## src/design/ols_pkg.sv

```systemverilog
// Shared types and codes for the ordered list store.
package ols_pkg;

	localparam int CAPACITY_DEF   = 16;
	localparam int DATA_WIDTH_DEF = 32;
	localparam int IDX_W          = 10;
	localparam int CNT_W          = 11;

	typedef enum logic [1:0] {
		OP_APPEND = 2'd0,
		OP_INSERT = 2'd1,
		OP_SEARCH = 2'd2,
		OP_DELETE = 2'd3
	} op_t;

	typedef enum logic [2:0] {
		ST_OK      = 3'd0,
		ST_BAD_POS = 3'd1,
		ST_EMPTY   = 3'd2,
		ST_MISSING = 3'd3,
		ST_FULL    = 3'd4
	} status_t;

	typedef struct packed {
		logic             ins;
		logic             del;
		logic [CNT_W-1:0] pos;
		logic [CNT_W-1:0] len;
	} cell_ctl_t;

endpackage

```

## src/design/ols_cell.sv

```systemverilog
// One storage cell of the list: holds an entry, shifts to or from its neighbours, compares.
module ols_cell #(
	parameter int INDEX      = 0,
	parameter int DATA_WIDTH = ols_pkg::DATA_WIDTH_DEF
) (
	input  logic                  clk,
	input  ols_pkg::cell_ctl_t    ctl,
	input  logic [DATA_WIDTH-1:0] word,
	input  logic [DATA_WIDTH-1:0] left,
	input  logic [DATA_WIDTH-1:0] right,
	output logic [DATA_WIDTH-1:0] data,
	output logic                  match
);
	import ols_pkg::*;

	localparam logic [CNT_W-1:0] IDX = CNT_W'(INDEX);

	logic [DATA_WIDTH-1:0] data_q;

	always_ff @(posedge clk) begin
		if (ctl.ins) begin
			if (IDX == ctl.pos) begin
				data_q <= word;
			end else if (IDX > ctl.pos) begin
				data_q <= left;
			end
		end else if (ctl.del && IDX >= ctl.pos) begin
			data_q <= right;
		end
	end

	assign data  = data_q;
	assign match = (IDX < ctl.len) && (data_q == word);

endmodule

```

## src/design/ordered_list_store_core.sv

```systemverilog
// Top level of the ordered list store: command decode, count, cell row and result register.
// Each item passes execute, then finish (held on output stall), into the result register.
// A new item is taken only when idle; the cell row executes, then the first-match encode.
// Search, insert and delete act on all cells of the row in the same cycle.
// Reset (arst_n low) clears the entry count, control state and output valid; entries are
// left undefined and are never read below the count before being written.
module ordered_list_store_core #(
	parameter int CAPACITY   = ols_pkg::CAPACITY_DEF,
	parameter int DATA_WIDTH = ols_pkg::DATA_WIDTH_DEF
) (
	input  logic        clk,
	input  logic        arst_n,
	input  logic        in_valid,
	output logic        in_stall,
	input  logic [1:0]  opcode,
	input  logic signed [31:0] value,
	input  logic signed [15:0] position,
	output logic        out_valid,
	input  logic        out_stall,
	output logic [2:0]  status,
	output logic [9:0]  found_index,
	output logic [10:0] entry_count
);
	import ols_pkg::*;

	localparam int LW = $clog2(CAPACITY + 1);
	localparam logic [CNT_W-1:0] CAP = CNT_W'(CAPACITY);

	typedef enum logic [2:0] {
		S_IDLE = 3'b001,
		S_EXEC = 3'b010,
		S_FIN  = 3'b100
	} state_t;

	state_t                state_q;
	op_t                   op_s1;
	logic [DATA_WIDTH-1:0] word_s1;
	logic [15:0]           pos_s1;
	logic [LW-1:0]         len_q;
	status_t               st_s2;
	logic                  srch_s2;
	logic [CAPACITY-1:0]   match_s2;

	logic                  out_valid_q;
	status_t               status_q;
	logic [IDX_W-1:0]      found_q;
	logic [CNT_W-1:0]      count_q;

	logic [63:0]           value_x;
	logic [CNT_W-1:0]      len_x;
	logic [15:0]           len_16;
	status_t               st_d;
	logic                  do_ins;
	logic                  do_del;
	cell_ctl_t             ctl;
	logic [DATA_WIDTH-1:0] data_w [CAPACITY];
	logic [CAPACITY-1:0]   match_w;
	logic [IDX_W-1:0]      found_d;
	status_t               fin_st;
	logic                  out_free;
	logic                  in_fire;

	assign value_x  = {{32{value[31]}}, value};
	assign len_x    = CNT_W'(len_q);
	assign len_16   = 16'(len_q);
	assign in_stall = (state_q != S_IDLE);
	assign in_fire  = in_valid && !in_stall;
	assign out_free = !out_valid_q || !out_stall;

	always_comb begin
		st_d   = ST_OK;
		do_ins = 1'b0;
		do_del = 1'b0;
		unique case (op_s1)
			OP_APPEND: begin
				if (len_x == CAP) begin
					st_d = ST_FULL;
				end else begin
					do_ins = 1'b1;
				end
			end
			OP_INSERT: begin
				if (pos_s1[15] || pos_s1 > len_16) begin
					st_d = ST_BAD_POS;
				end else if (len_x == CAP) begin
					st_d = ST_FULL;
				end else begin
					do_ins = 1'b1;
				end
			end
			OP_SEARCH: begin
				st_d = ST_MISSING;
			end
			OP_DELETE: begin
				if (len_q == '0) begin
					st_d = ST_EMPTY;
				end else if (pos_s1[15] || pos_s1 >= len_16) begin
					st_d = ST_BAD_POS;
				end else begin
					do_del = 1'b1;
				end
			end
			default: st_d = ST_OK;
		endcase
	end

	always_comb begin
		ctl.ins = (state_q == S_EXEC) && do_ins;
		ctl.del = (state_q == S_EXEC) && do_del;
		ctl.pos = (op_s1 == OP_APPEND) ? len_x : pos_s1[CNT_W-1:0];
		ctl.len = len_x;
	end

	for (genvar i = 0; i < CAPACITY; i++) begin : g_cell
		ols_cell #(
			.INDEX      (i),
			.DATA_WIDTH (DATA_WIDTH)
		) u_cell (
			.clk   (clk),
			.ctl   (ctl),
			.word  (word_s1),
			.left  ((i == 0) ? word_s1 : data_w[(i == 0) ? 0 : i - 1]),
			.right (data_w[(i == CAPACITY - 1) ? i : i + 1]),
			.data  (data_w[i]),
			.match (match_w[i])
		);
	end

	always_comb begin
		found_d = '0;
		for (int i = CAPACITY - 1; i >= 0; i--) begin
			if (match_s2[i]) begin
				found_d = IDX_W'(i);
			end
		end
	end

	always_comb begin
		fin_st = st_s2;
		if (srch_s2 && (match_s2 != '0)) begin
			fin_st = ST_OK;
		end
	end

	always_ff @(posedge clk) begin
		if (in_fire) begin
			op_s1   <= op_t'(opcode);
			word_s1 <= value_x[DATA_WIDTH-1:0];
			pos_s1  <= position;
		end
		if (state_q == S_EXEC) begin
			st_s2    <= st_d;
			srch_s2  <= (op_s1 == OP_SEARCH);
			match_s2 <= match_w;
		end
		if (state_q == S_FIN && out_free) begin
			status_q <= fin_st;
			found_q  <= (srch_s2 && (match_s2 != '0)) ? found_d : '0;
			count_q  <= len_x;
		end
	end

	always_ff @(posedge clk or negedge arst_n) begin
		if (!arst_n) begin
			state_q     <= S_IDLE;
			len_q       <= '0;
			out_valid_q <= 1'b0;
		end else begin
			unique case (state_q)
				S_IDLE: begin
					if (in_fire) begin
						state_q <= S_EXEC;
					end
				end
				S_EXEC: begin
					if (do_ins) begin
						len_q <= len_q + LW'(1);
					end else if (do_del) begin
						len_q <= len_q - LW'(1);
					end
					state_q <= S_FIN;
				end
				S_FIN: begin
					if (out_free) begin
						state_q <= S_IDLE;
					end
				end
				default: state_q <= S_IDLE;
			endcase
			if (state_q == S_FIN && out_free) begin
				out_valid_q <= 1'b1;
			end else if (!out_stall) begin
				out_valid_q <= 1'b0;
			end
		end
	end

	assign out_valid   = out_valid_q;
	assign status      = status_q;
	assign found_index = found_q;
	assign entry_count = count_q;

	a_len_bound: assert property (@(posedge clk) disable iff (!arst_n)
		len_x <= CAP)
		else $error("entry count above capacity");

	a_len_only_exec: assert property (@(posedge clk) disable iff (!arst_n)
		state_q != S_EXEC |=> $stable(len_q))
		else $error("entry count changed outside execute");

	a_out_from_fin: assert property (@(posedge clk) disable iff (!arst_n)
		$rose(out_valid_q) |-> $past(state_q == S_FIN))
		else $error("result raised without a finished item");

	a_no_accept_busy: assert property (@(posedge clk) disable iff (!arst_n)
		state_q == S_FIN && !out_free |=> state_q == S_FIN)
		else $error("item left finish while output was blocked");

endmodule

```

## config.mk

```make
export PLATFORM = sky130hd
export DESIGN_NAME = ordered_list_store_core
export DESIGN_NICKNAME = d
export VERILOG_FILES = /design/src/design/ols_pkg.sv /design/src/design/ols_cell.sv /design/src/design/ordered_list_store_core.sv
export SDC_FILE = /design/constraint.sdc
export NUM_CORES = 2
export LEC_CHECK = 0
export BUFFER_PORTS_ARGS = -buffer_cell sky130_fd_sc_hd__buf_4
export CAP_MARGIN = 20
export CORE_UTILIZATION = 59
export DETAILED_ROUTE_END_ITERATION = 10
export MAX_ROUTING_LAYER = met4
export PLACE_DENSITY = 0.84
export RECOVER_POWER = 50
export SYNTH_ARGS = -nofsm -noshare
export SYNTH_HDL_FRONTEND = slang
export SYNTH_SLANG_ARGS = --single-unit
```

## constraint.sdc

```tcl
create_clock -name clk -period 7.3 [get_ports clk]
set_clock_uncertainty 0.2 [all_clocks]
set_input_delay 0.73 -clock clk [delete_from_list [all_inputs] [get_ports clk]]
set_output_delay 0.73 -clock clk [all_outputs]
set_load 0.01 [all_outputs]
```

# Yosys cells after proc, flatten, opt, wreduce, memory -nomap -nowiden
# Cells that the tools add are included.
totals:
  register_bits: 609
  latchBits: 0
  ramBits: 0
  mem_bits_ro: 0
  out_inout_bits: 26
  memories: 0
classes:
  addsub: 2
  n_mul: 0
  n_div: 0
  n_lt_le_gt_ge: 49
  n_eq_ne: 57
  shifts: 0
  n_mux: 96
  n_bitwise: 1
  reduce_logical: 86
op_table:
  columns: ["operator", "n"]
  rows:
  - ["2-to-1 mux 32 bit", 62]
  - ["== test 32 bit", 16]
  - ["== test 4 x 11 -> 1 bit, first input constant", 8]
  - ["greater-than comparator 4 x 11 -> 1 bit, first input constant", 8]
  - [">= comparator 4 x 11 -> 1 bit, first input constant", 7]
  - ["inequality test 3 x 1 -> 1 bit, second input constant", 16]
  - ["== test 3 x 11 -> 1 bit, first input constant", 4]
  - [">= comparator 3 x 11 -> 1 bit, first input constant", 4]
  - ["greater-than comparator 3 x 11 -> 1 bit, first input constant", 4]
  - ["< comparator 4 x 5 -> 1 bit, first input constant", 8]
  - ["logical AND 1 bit", 36]
  - ["AND reduction 2 bit", 18]
  - ["nonzero test 2 bit", 17]
  - ["2-to-1 mux 4 bit", 8]
  - ["2-to-1 mux 3 bit", 8]
  - ["== test 2 x 11 -> 1 bit, first input constant", 2]
  - [">= comparator 1 x 11 -> 1 bit, first input constant", 2]
  - [">= comparator 2 x 11 -> 1 bit, first input constant", 2]
  - ["greater-than comparator 1 x 11 -> 1 bit, first input constant", 2]
  - ["greater-than comparator 2 x 11 -> 1 bit, first input constant", 2]
  - ["< comparator 3 x 5 -> 1 bit, first input constant", 4]
  - [">= comparator 16 x 5 -> 1 bit", 1]
  - ["greater-than comparator 16 x 5 -> 1 bit", 1]
  - ["nonzero test 16 bit", 1]
  - ["31 further kinds", 50]

# Longest topological paths before layout
depth:
  word_depth: 15
  ltp_mapped: 12
  mapped_depth_nobuf: 8

# Hierarchy
# A second synthesis with hierarchy kept.
hier_totals:
  hier_cells: 3298
  area_unflattened_um2: 36678.9
modules_own_cells:
  columns: ["module", "n_inst", "cells_per_inst", "area_each_um2", "seq_area_each_um2"]
  rows:
  - ["ols_cell at g_cell[11].u_cell ...", 2, 191, 2063.2, 960.9]
  - ["ordered_list_store_core", 1, 238, 3698.5, 2688.8]
  - ["ols_cell at g_cell[10].u_cell", 1, 195, 2080.7, 960.9]
  - ["ols_cell at g_cell[5].u_cell", 1, 191, 2075.7, 960.9]
  - ["ols_cell at g_cell[12].u_cell", 1, 191, 2072.0, 960.9]
  - ["ols_cell at g_cell[9].u_cell", 1, 191, 2068.2, 960.9]
  - ["ols_cell at g_cell[2].u_cell", 1, 193, 2067.0, 960.9]
  - ["ols_cell at g_cell[13].u_cell", 1, 191, 2065.7, 960.9]
  - ["ols_cell at g_cell[0].u_cell", 1, 191, 2060.7, 960.9]
  - ["ols_cell at g_cell[3].u_cell", 1, 193, 2059.5, 960.9]
  - ["ols_cell at g_cell[7].u_cell", 1, 188, 2059.5, 960.9]
  - ["ols_cell at g_cell[4].u_cell", 1, 191, 2058.2, 960.9]
  - ["ols_cell at g_cell[15].u_cell", 1, 188, 2057.0, 960.9]
  - ["ols_cell at g_cell[14].u_cell", 1, 193, 2054.5, 960.9]
  - ["2 more rows", null, null, null, null]

# Worst setup path before layout
# No wires, ideal clock.
synth_timing:
  path_type: "reg2reg"
  startpoint: "register len_q[0]"
  endpoint: "register g_cell[2].u_cell.data_q[0] (enable)"
  setup_time_ns: 0.501
  t_arrival_ns: 5.219
  slack_ns: 1.380
  stages_incl_launch_ff: 11
  path_buffers: 3
  period_less_slack_ns: 5.920
  cell_sequence: "dfrtp_1 -> clkbuf_1 -> inv_1 -> ha_1 -> nor4bb_1 -> or2_2 -> clkbuf_1 -> o22ai_1 -> nand2_1 -> buf_2 -> nor4_1"
synth_between:
  elab_chain_cells: 9
  elab_cells_between_ends: 22
  classes_between: "4 x order compare; 3 x eq/ne; 7 x mux; 8 x reduce/logical"
synth_rtl:
  columns: ["item", "line_no", "source"]
  rows:
  - ["start: declaration", "ordered_list_store_core.sv:39", "logic [LW-1:0] len_q;"]
  - ["start signal: assignment", "ordered_list_store_core.sv:177", "len_q <= len_q + LW'(1);"]
  - ["start signal: assignment", "ordered_list_store_core.sv:179", "len_q <= len_q - LW'(1);"]
  - [">= comparator 16 x 5 -> 1 bit", "ordered_list_store_core.sv:97", "end else if (pos_s1[15] || pos_s1 >= len_16) begin"]
  - ["logical OR 1 bit", "ordered_list_store_core.sv:97", null]
  - ["2-to-1 mux 1 bit", "ordered_list_store_core.sv:97", null]
  - ["2-to-1 mux 1 bit", "ordered_list_store_core.sv:95", "if (len_q == '0) begin"]
  - ["2-to-1 mux 1 bit", "ordered_list_store_core.sv:74", "unique case (op_s1)"]
  - ["logical AND 1 bit", "ordered_list_store_core.sv:109", "ctl.del = (state_q == S_EXEC) && do_del;"]
  - ["logical AND 1 bit", "ols_cell.sv:27", "end else if (ctl.del && IDX >= ctl.pos) begin"]
  - ["nonzero test 2 bit (no line)", null, null]
  - ["AND reduction 2 bit (no line) (*)", null, null]
  - ["end signal: assignment", "ols_cell.sv:23", "data_q <= word;"]
  - ["end signal: assignment", "ols_cell.sv:25", "data_q <= left;"]
  - ["end signal: assignment", "ols_cell.sv:28", "data_q <= right;"]
  - ["end: declaration", "ols_cell.sv:18", "logic [DATA_WIDTH-1:0] data_q;"]
# Mark *: on every way between the ends. The rest lies on a longest branch, timed or not.
# A chain may end at the register's enable or synchronous reset.

# Final worst setup path
layout_timing:
  startpoint: "register len_q[3]"
  endpoint: "register g_cell[7].u_cell.data_q[19], data pin"
layout_between:
  elab_chain_cells: 6
  elab_cells_between_ends: 11
  classes_between: "1 x order compare; 2 x eq/ne; 6 x mux; 2 x reduce/logical"
layout_rtl:
  columns: ["item", "line_no", "source"]
  rows:
  - ["greater-than comparator 16 x 5 -> 1 bit / == test 5 bit (equally long branches)", "ordered_list_store_core.sv:83, ordered_list_store_core.sv:76, ordered_list_store_core.sv:85", null]
  - ["logical OR 1 bit / 2-to-1 mux 1 bit (equally long branches)", "ordered_list_store_core.sv:83, ordered_list_store_core.sv:76, ordered_list_store_core.sv:85", null]
  - ["2-to-1 mux 1 bit", "ordered_list_store_core.sv:83", "if (pos_s1[15] || pos_s1 > len_16) begin"]
  - ["one-hot mux 1 bit (2 select lines)", "ordered_list_store_core.sv:74", null]
  - ["logical AND 1 bit", "ordered_list_store_core.sv:108", "ctl.ins = (state_q == S_EXEC) && do_ins;"]
  - ["2-to-1 mux 32 bit (*)", "ols_cell.sv:21", "if (ctl.ins) begin"]
  - ["end signal: assignment", "ols_cell.sv:23", null]
  - ["end signal: assignment", "ols_cell.sv:25", null]
  - ["end signal: assignment", "ols_cell.sv:28", null]
  - ["end: declaration", "ols_cell.sv:18", null]
# Marks and branches as above.

==> reports/metrics.yaml <==
drv_slew: 728
cts_buffers: 69
rr_startpoint: "len_q[3]$_DFFE_PN0P_"
grt_pass1_vias: 26100
grt_use_total_pct: 37.2
synth_area_leaders: "edfxtp_1 (50%), mux2i_1 (13%), a21oi_1 (6.5%)"
required_ns: 7.44
syn_area_per_cell_sq_um: 11.1
violations: "DRC, capacitance limit, slew limit"
rrSetupSlack_ns: 1.57
crit_type: "reg -> reg"
die_height_microns: 248
grt_busiest_layer: "met2"
seq_area_frac_synth_pct: 50.8
tritoncts: "yes"
synthAdderAreaFrac_pct: 0.281
synth_edf_count: 594
period_share_pct: 78.4
wirelength_microns: 111000
worst_slew_pin_slew_ns: 3.32
num_rows: 89
path_buf_inv: 2
whs_path_depth: 1
hp-start: "value[4]"
gp_congestion: 1.00
setup_viol: 0
start_kind: "flop"
wl_per_cell_microns: 27.9
power_leakage_uw: 0.0146
critPathSlowestCell: "clkbuf_1"
drtIter0Drc: 4422
finalHoldViolations: 0
syn_area_sq_um: 35600
cp_top_family: "buffers and inverters"
max_slew_margin_pct: -121
path_cells: "clkinv_1 -> o21ai_0 -> nor2_1 -> nand3_2 -> clkbuf_1 -> mux2i_1 -> a21oi_1"
ff2ff_path_depth: 7
io_pins: 80
post-place-ws_ns: 2.67
initial_core_util_pct: 60.0
path_max_fanout: 32
die_w_microns: 248
yosys_warnings: 0
area_growth_pct: 8.09
synth_top_family_by_area: "multiplexers"
synth_cells: 3209
dr.pass1.iters: 11
setup.worst_path.end_class: "flop"
outcome: "finished, violations left"
num-nets-final: 3198
timing.setup.tns_ns: 0
gr-usage-met3_pct: 9.68
grt_pass1_wl_microns: 164000
rsz0062_at_grt: "no"
cts_sinks: 603
root_buffer: "clkbuf_16"
drv_cap: 18
core_sq_um: 59200
r2r_end: "g_cell[7].u_cell.data[19]$_DFFE_PP_"
dp_hpwl_microns: 75100
fmax_mhz: 175
synthSimpleGateAreaFrac_pct: 9.56
finalCriticalPeriod_ns: 5.73
die_area_sq_um: 61300
hold_end: "word_s1[4]$_DFFE_PP_"
layout-drive-gt1-share_pct: 9.81
grt_overflow: 0
synth.distinct_cells: 64
synthFlopType: "edfxtp_1"
cts_buffer_depth: 3
drc: 11
finalWorstSetupSlack_ns: 1.57
arrival_ns: 5.87
power_density_nw_per_um2: 253
cts_max_level: 3
min_path_type: "in -> reg"
synth_mux_area_share_pct: 14.7
portBuffers: 67
clock_latency_ns: 0.64
irDropWorstVdd_mv: 0.164
synth_top_area_share_pct: 50.1
antenna_found_initial: 3
synth_xor_area_share_pct: 12.7
synth_compound_area_share_pct: 7.61
synth_largest_area_cell: "edfxtp_1"
met2_usage_pct: 52.0
postRouteAntennaNets: 0
num_vias: 26900
use_met1_pct: 51.3
synthArstFlopShare_pct: 1.49
synth_seq_cells: 603
grt_max_degree: 208
path_clk_slew_ns: 0.06
critPathMaxStageDelay_ns: 1.79
vias_per_cell: 6.78
## where the power goes
group | switching (uW) | total (uW) | internal, uW
sequential | 155 | 4120 | 3970
clock | 1480 | 3450 | 1970
combinational | 1460 | 2140 | 684
## Yosys cell counts (all sizes together) (2+ instances only)
cell type,count
edfxtp,594
nor2,471
a21oi,459
mux2i,450
xnor2,259
xor2,256
buf,205
clkbuf,100
nor4,85
nand4,77
mux2,64
nand3,26
nand2,19
nor3,18
o21ai,17
inv,12
and2,9
a211oi,8
dfrtp,8
ha,8
a2111oi,7
or4,7
and3,5
nor2b,5
or2,4
o21a,3
o22ai,3
o31ai,3
a211o,2
a21boi,2
clkinv,2
nand2b,2
nand4b,2
o2111ai,2
## worst max-delay path by stage
| stage | from | to | cells after the start |
|---|---|---|---|
| finish | len_q[3]$_DFFE_PN0P_ | g_cell[7].u_cell.data[19]$_DFFE_PP_ | 7 |
| global route | len_q[3]$_DFFE_PN0P_ | g_cell[7].u_cell.data[19]$_DFFE_PP_ | 7 |
| CTS | len_q[2]$_DFFE_PN0P_ | g_cell[12].u_cell.data[28]$_DFFE_PP_ | 9 |
| detailed placement | len_q[2]$_DFFE_PN0P_ | g_cell[12].u_cell.data[25]$_DFFE_PP_ | 9 |
| global placement | len_q[3]$_DFFE_PN0P_ | g_cell[12].u_cell.data[30]$_DFFE_PP_ | 9 |
| floorplan | len_q[0]$_DFFE_PN0P_ | g_cell[2].u_cell.data[0]$_DFFE_PP_ | 10 |
## cells in the final DEF (no fill, tap or decap), types with 7 or more instances in the layout
cell / instances
clkinv_1: 14
nor4_1: 80
nand2_1: 17
nor3_1: 13
a2111oi_0: 7
a21oi_1: 459
clkinv_2: 7
clkbuf_16: 69
clkbuf_1: 51
clkbuf_4: 49
xor2_1: 256
nand4_1: 77
o21ai_0: 14
edfxtp_1: 594
xnor2_1: 259
nor2_1: 469
dfrtp_1: 8
mux2i_1: 450
inv_1: 12
nand3_1: 23
mux2_2: 64
ha_1: 8
buf_4: 66
conb_1: 12
## metal layers
metal	vias to the layer above	wire, microns
li1	11400	-
met1	12900	41300
met2	2250	47400
met3	339	17100
met4	0	5000
met5	-	0
## flip-flops by register name (all words and copies together), names as in the netlist
signal and cells:
srch_s2 1, found_index 4, pos_s1 16, status 3, op_s1 2, match_s2 16, out_valid 1, entry_count 5
g_cell.u_cell.data 512, len_q 5, st_s2 3, state_q 3, word_s1 32
## logic make-up after synthesis
group | count (synthesis)
flops | 603
xor+xnor | 515
fa+ha+maj | 8
buf+inv | 319
compound gates | 514
other cells | 1
simple gates | 735
mux | 514
## worst register-to-register path: cells and delay by family, from the launching register on
family,cells,cell delay (ns)
buffers and inverters,2,2.09
DFF,1,0.64
muxes,1,0.44
AOI/OAI and AO/OA,2,1.58
and+or+nand+nor,2,0.49
## cell type report
class / count / area, sq um
timing repair buffer: 150 / 1050
inverter: 14 / 52.6
clock inverter: 33 / 349
fill: 4425 / 20800
tap: 773 / 967
sequential: 603 / 18100
multi-input combinational: 2298 / 16100
clock buffer: 93 / 1850
antenna: 3 / 7.51
## per-stage QoR
step                      total power, uW  instances  utilization, %  instance area, sq um  hold slack, ns
after global placement               6180       3835            61.4                 36300           0.292
after floorplan                      5570       3220               -                 35600           0.220
final                                9720       3967            64.9                 38400          0.0852
after global routing                 9950       3967            64.9                 38400          0.0781
after CTS                            9640       3962            65.1                 38600          0.0487
after detailed placement             6240       3835            61.4                 36300           0.324
## timing repair
| item | CTS | global route |
|---|---|---|
| hold endpoints to repair | 9 | 0 |
| hold buffers | 1 | 0 |
| buffers inserted | 0 | 0 |
| gates resized for setup | 0 | 0 |
Power figures use the tool's default switching activity.
